File: src/sv/sfs_pkg.sv
// ----------------------------------------------------------------------------
// sfs_pkg
// Shared types, codes and the result sequence table of the SPI flash sector
// sequencer.
// ----------------------------------------------------------------------------
package sfs_pkg;

  // Geometry of the storage window
  localparam int unsigned SECTOR_BYTES      = 4096;
  localparam int unsigned IDLE_READS_NEEDED = 3;
  localparam logic [23:0] REGION_BASE_RST   = 24'h780000;

  // Default depth of the job queue between front and back
  localparam int unsigned QUEUE_DEPTH = 4;

  // SPI command bytes
  localparam logic [7:0] CMD_WREN  = 8'h06;
  localparam logic [7:0] CMD_WRDI  = 8'h04;
  localparam logic [7:0] CMD_RDSR  = 8'h05;
  localparam logic [7:0] CMD_READ  = 8'h03;
  localparam logic [7:0] CMD_PROG  = 8'h02;
  localparam logic [7:0] CMD_ERASE = 8'h20;

  typedef enum logic [1:0] {
    OP_READ  = 2'd0,
    OP_PROG  = 2'd1,
    OP_ERASE = 2'd2,
    OP_RX    = 2'd3
  } op_e;

  typedef enum logic [2:0] {
    ACT_SELECT  = 3'd0,
    ACT_SEND    = 3'd1,
    ACT_CLOCK   = 3'd2,
    ACT_RELEASE = 3'd3,
    ACT_DONE    = 3'd4
  } action_e;

  typedef enum logic [1:0] {
    PH_IDLE = 2'd0,
    PH_READ = 2'd1,
    PH_POLL = 2'd2
  } phase_e;

  // Work handed from the front to the back
  typedef enum logic [2:0] {
    JOB_RANGE = 3'd0,  // rejected request: done with range flag
    JOB_READ  = 3'd1,  // read command up to the data clock-in
    JOB_PROG  = 3'd2,  // write enable, program, start of status poll
    JOB_ERASE = 3'd3,  // write enable, sector erase, start of status poll
    JOB_RDONE = 3'd4,  // release and done with the read byte
    JOB_PDONE = 3'd5,  // poll finished: write disable and done
    JOB_CLOCK = 3'd6   // clock in one more status byte
  } job_kind_e;

  typedef struct packed {
    logic [1:0]  operation;
    logic [6:0]  sector;
    logic [15:0] offset;
    logic [7:0]  data;
    logic [7:0]  rx_byte;
  } sfs_in_t;

  typedef struct packed {
    logic [2:0] action;
    logic [7:0] tx_byte;
    logic [7:0] read_data;
    logic       range_error;
    logic       last;
  } sfs_out_t;

  typedef struct packed {
    job_kind_e   kind;
    logic [23:0] addr;
    logic [7:0]  data;
  } job_t;

  function automatic sfs_out_t mk_res(action_e act, logic [7:0] tx, logic [7:0] rd,
                                      logic rerr, logic lst);
    sfs_out_t r;
    r.action      = act;
    r.tx_byte     = tx;
    r.read_data   = rd;
    r.range_error = rerr;
    r.last        = lst;
    return r;
  endfunction

  function automatic sfs_out_t act_res(action_e act, logic lst);
    return mk_res(act, 8'h00, 8'h00, 1'b0, lst);
  endfunction

  function automatic sfs_out_t send_res(logic [7:0] tx);
    return mk_res(ACT_SEND, tx, 8'h00, 1'b0, 1'b0);
  endfunction

  // Result number 'step' of a job; the final one carries last
  function automatic sfs_out_t job_result(job_t job, logic [3:0] step);
    sfs_out_t r;
    r = act_res(ACT_DONE, 1'b1);
    unique case (job.kind)
      JOB_RANGE: begin
        r = mk_res(ACT_DONE, 8'h00, 8'h00, 1'b1, 1'b1);
      end
      JOB_READ: begin
        case (step)
          4'd0:    r = act_res(ACT_SELECT, 1'b0);
          4'd1:    r = send_res(CMD_READ);
          4'd2:    r = send_res(job.addr[23:16]);
          4'd3:    r = send_res(job.addr[15:8]);
          4'd4:    r = send_res(job.addr[7:0]);
          default: r = act_res(ACT_CLOCK, 1'b1);
        endcase
      end
      JOB_PROG: begin
        case (step)
          4'd0:    r = act_res(ACT_SELECT, 1'b0);
          4'd1:    r = send_res(CMD_WREN);
          4'd2:    r = act_res(ACT_RELEASE, 1'b0);
          4'd3:    r = act_res(ACT_SELECT, 1'b0);
          4'd4:    r = send_res(CMD_PROG);
          4'd5:    r = send_res(job.addr[23:16]);
          4'd6:    r = send_res(job.addr[15:8]);
          4'd7:    r = send_res(job.addr[7:0]);
          4'd8:    r = send_res(job.data);
          4'd9:    r = act_res(ACT_RELEASE, 1'b0);
          4'd10:   r = act_res(ACT_SELECT, 1'b0);
          4'd11:   r = send_res(CMD_RDSR);
          default: r = act_res(ACT_CLOCK, 1'b1);
        endcase
      end
      JOB_ERASE: begin
        case (step)
          4'd0:    r = act_res(ACT_SELECT, 1'b0);
          4'd1:    r = send_res(CMD_WREN);
          4'd2:    r = act_res(ACT_RELEASE, 1'b0);
          4'd3:    r = act_res(ACT_SELECT, 1'b0);
          4'd4:    r = send_res(CMD_ERASE);
          4'd5:    r = send_res(job.addr[23:16]);
          4'd6:    r = send_res(job.addr[15:8]);
          4'd7:    r = send_res(job.addr[7:0]);
          4'd8:    r = act_res(ACT_RELEASE, 1'b0);
          4'd9:    r = act_res(ACT_SELECT, 1'b0);
          4'd10:   r = send_res(CMD_RDSR);
          default: r = act_res(ACT_CLOCK, 1'b1);
        endcase
      end
      JOB_RDONE: begin
        case (step)
          4'd0:    r = act_res(ACT_RELEASE, 1'b0);
          default: r = mk_res(ACT_DONE, 8'h00, job.data, 1'b0, 1'b1);
        endcase
      end
      JOB_PDONE: begin
        case (step)
          4'd0:    r = act_res(ACT_RELEASE, 1'b0);
          4'd1:    r = act_res(ACT_SELECT, 1'b0);
          4'd2:    r = send_res(CMD_WRDI);
          4'd3:    r = act_res(ACT_RELEASE, 1'b0);
          default: r = act_res(ACT_DONE, 1'b1);
        endcase
      end
      JOB_CLOCK: begin
        r = act_res(ACT_CLOCK, 1'b1);
      end
      default: begin
        r = act_res(ACT_DONE, 1'b1);
      end
    endcase
    return r;
  endfunction

endpackage

File: src/sv/spi_flash_sector_eeprom_sequencer.sv
// A beat's job waits in the job queue; its results are offered from the result register.
// Throughput: one input beat per cycle while the job queue has room; the back end
//   emits one result per cycle while not stalled, holding a job until its last result.
// Queue depth QUEUE_DEPTH sets how many jobs may wait ahead of the result sequencer.
// Reset (rst_ni low, async): phase idle, poll streak zero, queue and output empty,
//   region_base back to 0x780000.
// ----------------------------------------------------------------------------
// spi_flash_sector_eeprom_sequencer
// SPI NOR flash command sequencer: front classifies beats, back emits actions.
// ----------------------------------------------------------------------------
module spi_flash_sector_eeprom_sequencer #(
  parameter int unsigned QUEUE_DEPTH = sfs_pkg::QUEUE_DEPTH
) (
  input  logic              clk_i,
  input  logic              rst_ni,
  input  logic              in_valid_i,
  output logic              in_stall_o,
  input  sfs_pkg::sfs_in_t  in_item_i,
  output logic              out_valid_o,
  input  logic              out_stall_i,
  output sfs_pkg::sfs_out_t out_item_o,
  input  logic              cfg_valid_i,
  output logic              cfg_ready_o,
  input  logic [23:0]       cfg_data_i
);

  logic          q_full;
  logic          q_push;
  sfs_pkg::job_t q_job;
  logic          q_pop;
  logic          q_head_valid;
  sfs_pkg::job_t q_head_job;

  sfs_front u_front (
    .clk_i       (clk_i),
    .rst_ni      (rst_ni),
    .in_valid_i  (in_valid_i),
    .in_stall_o  (in_stall_o),
    .in_item_i   (in_item_i),
    .cfg_valid_i (cfg_valid_i),
    .cfg_ready_o (cfg_ready_o),
    .cfg_data_i  (cfg_data_i),
    .q_full_i    (q_full),
    .q_push_o    (q_push),
    .q_job_o     (q_job)
  );

  sfs_queue #(
    .DEPTH (QUEUE_DEPTH)
  ) u_queue (
    .clk_i        (clk_i),
    .rst_ni       (rst_ni),
    .push_i       (q_push),
    .push_job_i   (q_job),
    .full_o       (q_full),
    .pop_i        (q_pop),
    .head_valid_o (q_head_valid),
    .head_job_o   (q_head_job)
  );

  sfs_back u_back (
    .clk_i        (clk_i),
    .rst_ni       (rst_ni),
    .head_valid_i (q_head_valid),
    .head_job_i   (q_head_job),
    .pop_o        (q_pop),
    .out_valid_o  (out_valid_o),
    .out_stall_i  (out_stall_i),
    .out_item_o   (out_item_o)
  );

endmodule

File: src/sv/sfs_front.sv
// ----------------------------------------------------------------------------
// sfs_front
// Accepts request and flash-byte beats, tracks the protocol phase and the
// status poll streak, and turns each beat into at most one job.
// ----------------------------------------------------------------------------
module sfs_front (
  input  logic            clk_i,
  input  logic            rst_ni,
  input  logic            in_valid_i,
  output logic            in_stall_o,
  input  sfs_pkg::sfs_in_t in_item_i,
  input  logic            cfg_valid_i,
  output logic            cfg_ready_o,
  input  logic [23:0]     cfg_data_i,
  input  logic            q_full_i,
  output logic            q_push_o,
  output sfs_pkg::job_t   q_job_o
);

  sfs_pkg::phase_e phase_q, phase_d;
  logic [1:0]      streak_q, streak_d;
  logic [23:0]     region_base_q;

  logic            accept;
  sfs_pkg::op_e    op;
  logic            in_range;
  logic            req_ok;
  logic [1:0]      streak_inc;
  logic            poll_done;
  logic [23:0]     sec_term;
  logic [23:0]     sbase;
  logic [23:0]     addr;

  assign in_stall_o  = q_full_i;
  assign accept      = in_valid_i & ~q_full_i;
  assign cfg_ready_o = 1'b1;

  // Decode and address arithmetic
  assign op         = sfs_pkg::op_e'(in_item_i.operation);
  assign in_range   = {16'b0, in_item_i.offset} < 32'(sfs_pkg::SECTOR_BYTES);
  assign req_ok     = (op == sfs_pkg::OP_ERASE) | in_range;
  assign sec_term   = 24'(32'(in_item_i.sector) * 32'(sfs_pkg::SECTOR_BYTES));
  assign sbase      = region_base_q + sec_term;
  assign addr       = sbase + {8'b0, in_item_i.offset};
  assign streak_inc = (streak_q < 2'd3) ? streak_q + 2'd1 : streak_q;
  assign poll_done  = ~in_item_i.rx_byte[0] &
                      (streak_inc >= 2'(sfs_pkg::IDLE_READS_NEEDED));

  // Next phase and streak
  always_comb begin
    phase_d  = phase_q;
    streak_d = streak_q;
    if (accept) begin
      unique case (phase_q)
        sfs_pkg::PH_IDLE: begin
          if (op != sfs_pkg::OP_RX && req_ok) begin
            phase_d  = (op == sfs_pkg::OP_READ) ? sfs_pkg::PH_READ : sfs_pkg::PH_POLL;
            streak_d = 2'd0;
          end
        end
        sfs_pkg::PH_READ: begin
          if (op == sfs_pkg::OP_RX) begin
            phase_d = sfs_pkg::PH_IDLE;
          end
        end
        sfs_pkg::PH_POLL: begin
          if (op == sfs_pkg::OP_RX) begin
            if (in_item_i.rx_byte[0]) begin
              streak_d = 2'd0;
            end else if (poll_done) begin
              phase_d  = sfs_pkg::PH_IDLE;
              streak_d = 2'd0;
            end else begin
              streak_d = streak_inc;
            end
          end
        end
        default: begin
          phase_d  = sfs_pkg::PH_IDLE;
          streak_d = 2'd0;
        end
      endcase
    end
  end

  // Job classification
  always_comb begin
    q_push_o     = 1'b0;
    q_job_o.kind = sfs_pkg::JOB_CLOCK;
    q_job_o.addr = addr;
    q_job_o.data = in_item_i.data;
    unique case (phase_q)
      sfs_pkg::PH_IDLE: begin
        if (op != sfs_pkg::OP_RX) begin
          q_push_o = accept;
          if (!req_ok) begin
            q_job_o.kind = sfs_pkg::JOB_RANGE;
          end else begin
            unique case (op)
              sfs_pkg::OP_READ:  q_job_o.kind = sfs_pkg::JOB_READ;
              sfs_pkg::OP_PROG:  q_job_o.kind = sfs_pkg::JOB_PROG;
              default: begin
                q_job_o.kind = sfs_pkg::JOB_ERASE;
                q_job_o.addr = sbase;
              end
            endcase
          end
        end
      end
      sfs_pkg::PH_READ: begin
        if (op == sfs_pkg::OP_RX) begin
          q_push_o     = accept;
          q_job_o.kind = sfs_pkg::JOB_RDONE;
          q_job_o.data = in_item_i.rx_byte;
        end
      end
      sfs_pkg::PH_POLL: begin
        if (op == sfs_pkg::OP_RX) begin
          q_push_o     = accept;
          q_job_o.kind = poll_done ? sfs_pkg::JOB_PDONE : sfs_pkg::JOB_CLOCK;
        end
      end
      default: begin
        q_push_o = 1'b0;
      end
    endcase
  end

  // State registers
  always_ff @(posedge clk_i or negedge rst_ni) begin
    if (!rst_ni) begin
      phase_q       <= sfs_pkg::PH_IDLE;
      streak_q      <= 2'd0;
      region_base_q <= sfs_pkg::REGION_BASE_RST;
    end else begin
      phase_q  <= phase_d;
      streak_q <= streak_d;
      if (cfg_valid_i && cfg_ready_o) begin
        region_base_q <= cfg_data_i;
      end
    end
  end

`ifndef SYNTHESIS
  // streak only counts while polling
  assert property (@(posedge clk_i) disable iff (!rst_ni)
    phase_q != sfs_pkg::PH_POLL |-> streak_q == 2'd0)
    else $error("poll streak nonzero outside polling");
`endif

endmodule

File: src/sv/sfs_queue.sv
// ----------------------------------------------------------------------------
// sfs_queue
// Small job FIFO that decouples classification from result sequencing.
// ----------------------------------------------------------------------------
module sfs_queue #(
  parameter int unsigned DEPTH = sfs_pkg::QUEUE_DEPTH
) (
  input  logic          clk_i,
  input  logic          rst_ni,
  input  logic          push_i,
  input  sfs_pkg::job_t push_job_i,
  output logic          full_o,
  input  logic          pop_i,
  output logic          head_valid_o,
  output sfs_pkg::job_t head_job_o
);

  localparam int unsigned PW = (DEPTH > 1) ? $clog2(DEPTH) : 1;
  localparam int unsigned CW = $clog2(DEPTH + 1);

  sfs_pkg::job_t mem_q [DEPTH];
  logic [PW-1:0] wr_q, rd_q;
  logic [CW-1:0] count_q;

  assign full_o       = count_q == CW'(DEPTH);
  assign head_valid_o = count_q != '0;
  assign head_job_o   = mem_q[rd_q];

  // Storage
  always_ff @(posedge clk_i) begin
    if (push_i) begin
      mem_q[wr_q] <= push_job_i;
    end
  end

  // Pointers and fill count
  always_ff @(posedge clk_i or negedge rst_ni) begin
    if (!rst_ni) begin
      wr_q    <= '0;
      rd_q    <= '0;
      count_q <= '0;
    end else begin
      if (push_i) begin
        wr_q <= (wr_q == PW'(DEPTH - 1)) ? '0 : wr_q + 1'b1;
      end
      if (pop_i) begin
        rd_q <= (rd_q == PW'(DEPTH - 1)) ? '0 : rd_q + 1'b1;
      end
      if (push_i && !pop_i) begin
        count_q <= count_q + 1'b1;
      end else if (pop_i && !push_i) begin
        count_q <= count_q - 1'b1;
      end
    end
  end

`ifndef SYNTHESIS
  assert property (@(posedge clk_i) disable iff (!rst_ni) push_i |-> !full_o)
    else $error("job queue overflow");
  assert property (@(posedge clk_i) disable iff (!rst_ni) pop_i |-> head_valid_o)
    else $error("job queue underflow");
`endif

endmodule

File: src/sv/sfs_back.sv
// ----------------------------------------------------------------------------
// sfs_back
// Walks the job at the queue head one result per cycle, while the output is not
// stalled, into the output register, popping the job with its final result.
// ----------------------------------------------------------------------------
module sfs_back (
  input  logic              clk_i,
  input  logic              rst_ni,
  input  logic              head_valid_i,
  input  sfs_pkg::job_t     head_job_i,
  output logic              pop_o,
  output logic              out_valid_o,
  input  logic              out_stall_i,
  output sfs_pkg::sfs_out_t out_item_o
);

  logic [3:0]        step_q;
  logic              out_valid_q;
  sfs_pkg::sfs_out_t res_q;
  sfs_pkg::sfs_out_t res;
  logic              load;

  assign res   = sfs_pkg::job_result(head_job_i, step_q);
  assign load  = head_valid_i & (~out_valid_q | ~out_stall_i);
  assign pop_o = load & res.last;

  assign out_valid_o = out_valid_q;
  assign out_item_o  = res_q;

  // Result register
  always_ff @(posedge clk_i) begin
    if (load) begin
      res_q <= res;
    end
  end

  // Step counter and output valid
  always_ff @(posedge clk_i or negedge rst_ni) begin
    if (!rst_ni) begin
      step_q      <= 4'd0;
      out_valid_q <= 1'b0;
    end else begin
      if (load) begin
        out_valid_q <= 1'b1;
        step_q      <= res.last ? 4'd0 : step_q + 4'd1;
      end else if (!out_stall_i) begin
        out_valid_q <= 1'b0;
      end
    end
  end

`ifndef SYNTHESIS
  // longest job is thirteen results
  assert property (@(posedge clk_i) disable iff (!rst_ni) step_q <= 4'd12)
    else $error("step counter ran past the longest job");
  // a job in progress stays at the queue head
  assert property (@(posedge clk_i) disable iff (!rst_ni) step_q != 4'd0 |-> head_valid_i)
    else $error("job left the queue mid-sequence");
`endif

endmodule
File: config.mk
export PLATFORM = sky130hd
export DESIGN_NAME = spi_flash_sector_eeprom_sequencer
export DESIGN_NICKNAME = d
export VERILOG_FILES = /design/src/sv/sfs_pkg.sv /design/src/sv/spi_flash_sector_eeprom_sequencer.sv /design/src/sv/sfs_front.sv /design/src/sv/sfs_queue.sv /design/src/sv/sfs_back.sv
export SDC_FILE = /design/constraint.sdc
export NUM_CORES = 1
export LEC_CHECK = 0
export BUFFER_PORTS_ARGS = -buffer_cell sky130_fd_sc_hd__buf_2
export CAP_MARGIN = 40
export CORE_ASPECT_RATIO = 1.4
export CORE_MARGIN = 1.5
export CORE_UTILIZATION = 30
export DETAILED_ROUTE_END_ITERATION = 10
export PLACE_DENSITY = 0.5
export SYNTH_ARGS = -nofsm -noshare
export SYNTH_HDL_FRONTEND = slang
export SYNTH_SLANG_ARGS = --single-unit
File: constraint.sdc
create_clock -name clk_i -period 4.45 [get_ports clk_i]
set_input_delay 0.2225 -clock clk_i [delete_from_list [all_inputs] [get_ports clk_i]]
set_output_delay 0.2225 -clock clk_i [all_outputs]
set_load 0.01 [all_outputs]
======== After elaboration in Yosys (flattened, before gate mapping) ========
Memories as Yosys holds them, arrays and structs flattened.
Cells that the tools add are included.
cells by class
  add/sub/neg operators ................... 8
  multipliers ............................. 0
  div/mod/pow operators ................... 0
  $lt $le $gt $ge ......................... 3
  eq/ne operators ......................... 32
  shift operators ......................... 0
  multiplexer cells ....................... 43
  bitwise operators ....................... 11
  reduce and logical (&&, ||, !) cells .... 20
operator list
  kind                                                   count
  one-hot mux 20 bit (9 select lines)                    1
  one-hot mux 20 bit (8 select lines)                    1
  one-hot mux 21 bit (7 select lines)                    1
  one-hot mux 20 bit (5 select lines)                    1
  two-way mux 24 bit                                     3
  one-hot mux 21 bit (3 select lines)                    1
  two-way mux 2 bit                                      16
  two-way mux 27 bit                                     1
  adder 24 x 16 -> 24 bit                                1
  adder 24 x 19 -> 24 bit                                1
  two-way mux 21 bit                                     1
  == test 4 x 3 -> 1 bit (second input constant)         4
  == test 4 bit (second input constant)                  4
  < comparator 16 x 13 -> 1 bit (second input constant)  1
  two-way mux 8 bit                                      2
  == test 3 bit (second input constant)                  4
  one-hot mux 2 bit (3 select lines)                     2
  == test 2 bit (second input constant)                  5
  != test 2 x 1 -> 1 bit (second input constant)         5
  OR reduction 2 bit                                     5
  two-way mux 3 bit                                      3
  one-hot mux 3 bit (3 select lines)                     1
  == test 4 x 2 -> 1 bit (second input constant)         2
  adder 2 x 1 -> 2 bit (second input constant)           3
  other kinds (27)                                       48
storage, ports and cells
  bits in registers ....................... 61
  bits in latches ......................... 0
  bits in writable memories ............... 140
  ROM bits ................................ 0
  bits of input ports ..................... 70
  output and inout port bits .............. 24
  word-level logic and storage cells ...... 131
  memories ................................ 1
memory list
  name           depth  width  read ports  clocked after Yosys merged registers in  wr ports  RTL line         text
  u_queue.mem_q  4      35     1           0                                        1         sfs_queue.sv:21  sfs_pkg::job_t mem_q [DEPTH];

======== Depth between registers and ports, before layout ========
  depth after elaboration ................. 9
  depth in mapped cells ................... 15
  depth with buffers taken out ............ 14

======== Cells and area by module ========
A second synthesis with hierarchy kept.
unflattened totals
  cells, all modules ...................... 742
  area total of the unflattened synthesis .. 10258.6 µm²
modules (own cells, without submodules)
  module     instances  cells each  area each (µm²)  sequential area each (µm²)
  sfs_queue  1          220         5522.8           4379.2
  sfs_front  1          319         2876.5           705.7
  sfs_back   1          203         1859.3           755.7

======== Worst setup path after synthesis ========
OpenSTA, ideal clock, no wires.
  path kind ............................... flip-flop to flip-flop
  from .................................... reg u_back.step_q[0]
  to ...................................... reg u_queue.count_q[1]
  setup time .............................. 0.125 ns
  arrival time ............................ 2.911 ns
  required time ........................... 4.325 ns
  slack ................................... 1.414 ns
  cell stages (with the launch flop) ...... 13
  path buffers ............................ 1
  period minus slack after synthesis ...... 3.036 ns
  cells stage by stage .................... dfrtp_1 -> inv_1 -> ha_1 -> clkbuf_1 -> nor4_2 -> o221a_2 -> o21ai_1 -> a21oi_2 -> inv_1 -> ha_1 -> inv_1 -> fa_1 -> mux2_2
on the way
  longest elaborated chain between the ends .. 8
  elaborated cells on any way between the ends .. 29
  those cells by class .................... eq/ne (11); mux (7); bitwise (1); reduce/logical (10)
RTL lines
  element                                                                    RTL line                        text
  start, declared                                                            sfs_back.sv:17                  logic [3:0] step_q;
  start signal, assigned                                                     sfs_back.sv:45                  step_q <= res.last ? 4'd0 : step_q + 4'd1;
  == test 4 bit (tied with other cells)                                      sfs_pkg.sv:116, sfs_pkg.sv:133
  OR reduction 3 bit (no line) / OR reduction 2 bit (equally long branches)  n/a
  one-hot mux 20 bit (9 select lines) (tied with other cells)                sfs_pkg.sv:116                  case (step)
  one-hot mux 21 bit (7 select lines) (*)                                    sfs_pkg.sv:101                  unique case (job.kind)
  bitwise AND 1 bit (*)                                                      sfs_back.sv:25                  assign pop_o = load & res.last;
  logical NOT 1 bit                                                          sfs_queue.sv:49                 if (push_i && !pop_i) begin
  logical AND 1 bit                                                          sfs_queue.sv:49
  two-way mux 3 bit / nonzero test 2 bit (equally long branches)             n/a
  end signal, assigned                                                       sfs_queue.sv:50                 count_q <= count_q + 1'b1;
  end signal, assigned                                                       sfs_queue.sv:52                 count_q <= count_q - 1'b1;
  end, declared                                                              sfs_queue.sv:23                 logic [CW-1:0] count_q;
Mark *: on every way between the ends. The rest lies on a longest branch, timed or not.
A chain may end at the register's enable or synchronous reset.

======== Worst setup path after layout ========
Same ends and word-level chain as after synthesis.

==> run metrics <==
number of top-level pins=94; Synth cell types=between 60 and 70; Cell Area, Synth=just over 0.01 sq mm; cell count after synthesis=around 750; clock period minus final worst setup slack=roughly 3.4 ns; remaining number of nets flagged by the antenna check after routing=0; cell accounting for the most synthesized area=edfxtp_1; Hold WC Path Type=in -> reg; routed vias/inst=a little under 5; Max Transition Viols Final=0; Clock Latency Late Sink=0.53 ns; wire length of the first global-routing pass=between 30000 and 40000 um; maximum fanout along the worst path=12; async set-reset flop share out of synthesis=19.9%; result of the run=completed; pin slew with the least headroom to its limit=about 0.7 ns; clock-pin slew on the worst setup and hold paths=roughly 0.060 ns; final antenna diode count=0; routability congestion estimate from global placement=about 0.84; length of routed wiring on met1=about 9700 um; worst hold slack=~0.054 ns; largest net degree at the start of global routing=36; CTS H-tree depth=1; post-route DRC violation count=0; area fraction of the dominant cell type after synthesis=47.6%; highest attainable clock frequency=a little under 0.3 GHz; number of design-rule violations left by the first detailed-router iteration=about 340; Bufs on Longest Clock Path=3; Yosys warning total=0; number of cells after detailed placement=approximately 1300; max-slew headroom at the worst pin=52.7%; number of fillers in the final layout=around 3300; Data arrival, critical path=3.77 ns; Worst EP required=about 4.9 ns; count of flip-flops with a built-in enable after synthesis=~160; setup violators final=0; post-DR wirelength/cell=roughly 18 um; average cell area after synthesis=about 14 sq um; setup tns final=0 ns; uppermost layer routed=met4; power per cell area=between 500 and 600 mW/mm^2; wire length on met2=roughly 12000 um; cell with the most instances after synthesis=edfxtp_1; port buffer count=between 90 and 100; Top FF cell, synth=edfxtp_1; post-synth net total=approximately 860; total design power=around 0.0071 W; peak ir drop on the vdd network=~0.30 mV; clock root cell=clkbuf_16; Worst Clk Skew=between 0.01 and 0.015 ns; RSZ-0062 raised after global routing=no; hold violation total from the final report=0; initial cell density of the core=30.5%; via count of the first global-routing pass=around 6800; die outline width=between 150 and 200 um; ranking of synthesized cells by area=edfxtp_1 (48%), dfrtp_1 (8.9%), mux4_2 (7.8%); core region area=between 0.03 and 0.04 sq mm; number of placement rows=a little under 80; first-pass detailed-route iteration total=7; Non-Filler Instances=between 1000 and 1500; Die Height=221 um; Critical Path Source Type=flip-flop; fraction of layout cells with a size suffix above 1=25.2%; Syn-to-layout area delta=19.0%; sequential element share of the synthesized area=about 58%; initial antenna violation count=0; clock tree from TritonCTS=built; WS Path Type=reg -> reg; routed vias=about 6500; global-route usage over all layers=between 10 and 15%; count of nets after finishing=about 980; TritonCTS buffer count=23; number of sinks handled by clock tree synthesis=roughly 200; Die Footprint=around 0.035 sq mm; Pleak=approximately 4.4 nW; share of the clock period used by the worst path=between 70% and 80%; hpwl dp=16800 um; critical path endpoint category=flip-flop; maxcap violations=0; drt total wl=23600 um; most used standard cells in the synthesized netlist=edfxtp_1 (161), nand2_1 (46), o21ai_0 (46), ha_1 (38), nor2_1 (38); grt total ovfl=0; detailed route wirelength on metal3=between 900 and 1000 um; post-synthesis sequential element count=between 200 and 250
==> layout make-up <==
cell class	instances	area (sq um)	area share, %
Timing Repair Buffer	129	831	6.88
Tap cell	445	557	4.61
Inverter	24	90.1	0.746
Clock inverter	17	100	0.829
Sequential cell	201	5840	48.4
Multi-Input combinational cell	491	4080	33.8
Clock buffer	24	579	4.80
==> sequential cells by signal, summed over array words and instances, names as in the netlist <==
register               count
u_queue.mem_q            140
u_front.region_base_q     24
u_back.out_item_o         21
u_back.step_q              4
u_queue.count_q            3
u_front.phase_q            2
u_front.streak_q           2
u_queue.rd_q               2
u_queue.wr_q               2
u_back.out_valid_o         1
==> per-layer routing <==
layer / vias to the layer above / track usage (%)
li1: 3141 / -
met1: 3216 / 16.9
met2: 145 / 25.1
met3: 37 / 1.88
met4: 0 / 5.67
met5: - / 0
==> cell families after synthesis <==
family	synth area share, %
mux	11.7
flops	57.5
simple gates	8.61
compound gates	12.1
buf+inv	2.28
xor+xnor	2.50
fa+ha+maj	5.27
other cells	0.0369
==> through the flow <==
stage | util [%] | worst slack (ns) | cell area [sq um]
after CTS | 36.3 | 1.09 | 12100
after global routing | 36.3 | 0.825 | 12100
after floorplan | - | 1.41 | 10200
after detailed placement | 33.4 | 1.10 | 11100
final | 36.3 | 1.09 | 12100
after global placement | 33.3 | 1.20 | 11100
==> path summary, 6_finish.rpt <==
check,start,end,slack (ns),cells after the start
max in group asynchronous,rst_ni,u_queue.rd_q[0],3.70,3
hold / removal,in_item_i[5],u_queue.mem_q[1][5],0.05,2
setup / recovery,u_back.step_q[0],u_queue.count_q[1],1.09,11
setup reg to reg,u_back.step_q[0],u_queue.count_q[1],1.09,11
min in group asynchronous,rst_ni,u_front.region_base_q[17],0.21,2
hold reg to reg,u_front.streak_q[0],u_front.streak_q[0],0.49,1
==> critical path: stages, from the launching register on <==
cell	delay [ns]
dfrtp_1	0.42
inv_1	0.08
ha_1	0.36
nor4_2	0.68
o221a_2	0.29
o21ai_1	0.14
a21oi_2	0.27
inv_1	0.07
ha_1	0.20
inv_1	0.07
fa_1	0.39
mux2_2	0.26
==> power by group <==
group	internal (W)	leakage, nW	total [W]	switching, W
registers	0.00261	1.96	0.00277	0.000160
logic	0.00106	2.14	0.00260	0.00154
clock network	0.000952	0.330	0.00172	0.000764
total	0.00461	4.42	0.00708	0.00246
==> timing repair <==
action                    4_1_cts  5_1_grt
hold buffers                   26        0
gates resized for setup         0        0
buffers inserted                0        0
hold endpoints to repair       40        0
==> cell usage in the layout, fill, tap and decap left out, drive strengths merged, types with 5 or more instances in the layout <==
cell           n
nor3           7
and2          20
xor2          12
a22o           8
buf          103
a22oi          5
clkinv        11
o21a           8
clkbuf        24
o211ai        10
a21o           8
ha            38
dfrtp         36
a211oi         8
mux2          33
o21ai         47
xnor2         17
a221oi         8
nor2          38
dlygate4sd3   26
o31ai          6
inv           28
or3            5
nor4           6
mux4          35
edfxtp       161
nand3         14
o22ai          7
nor2b          9
nand2         47
a21oi         35
Note: power is estimated with default switching activity, not from simulation.
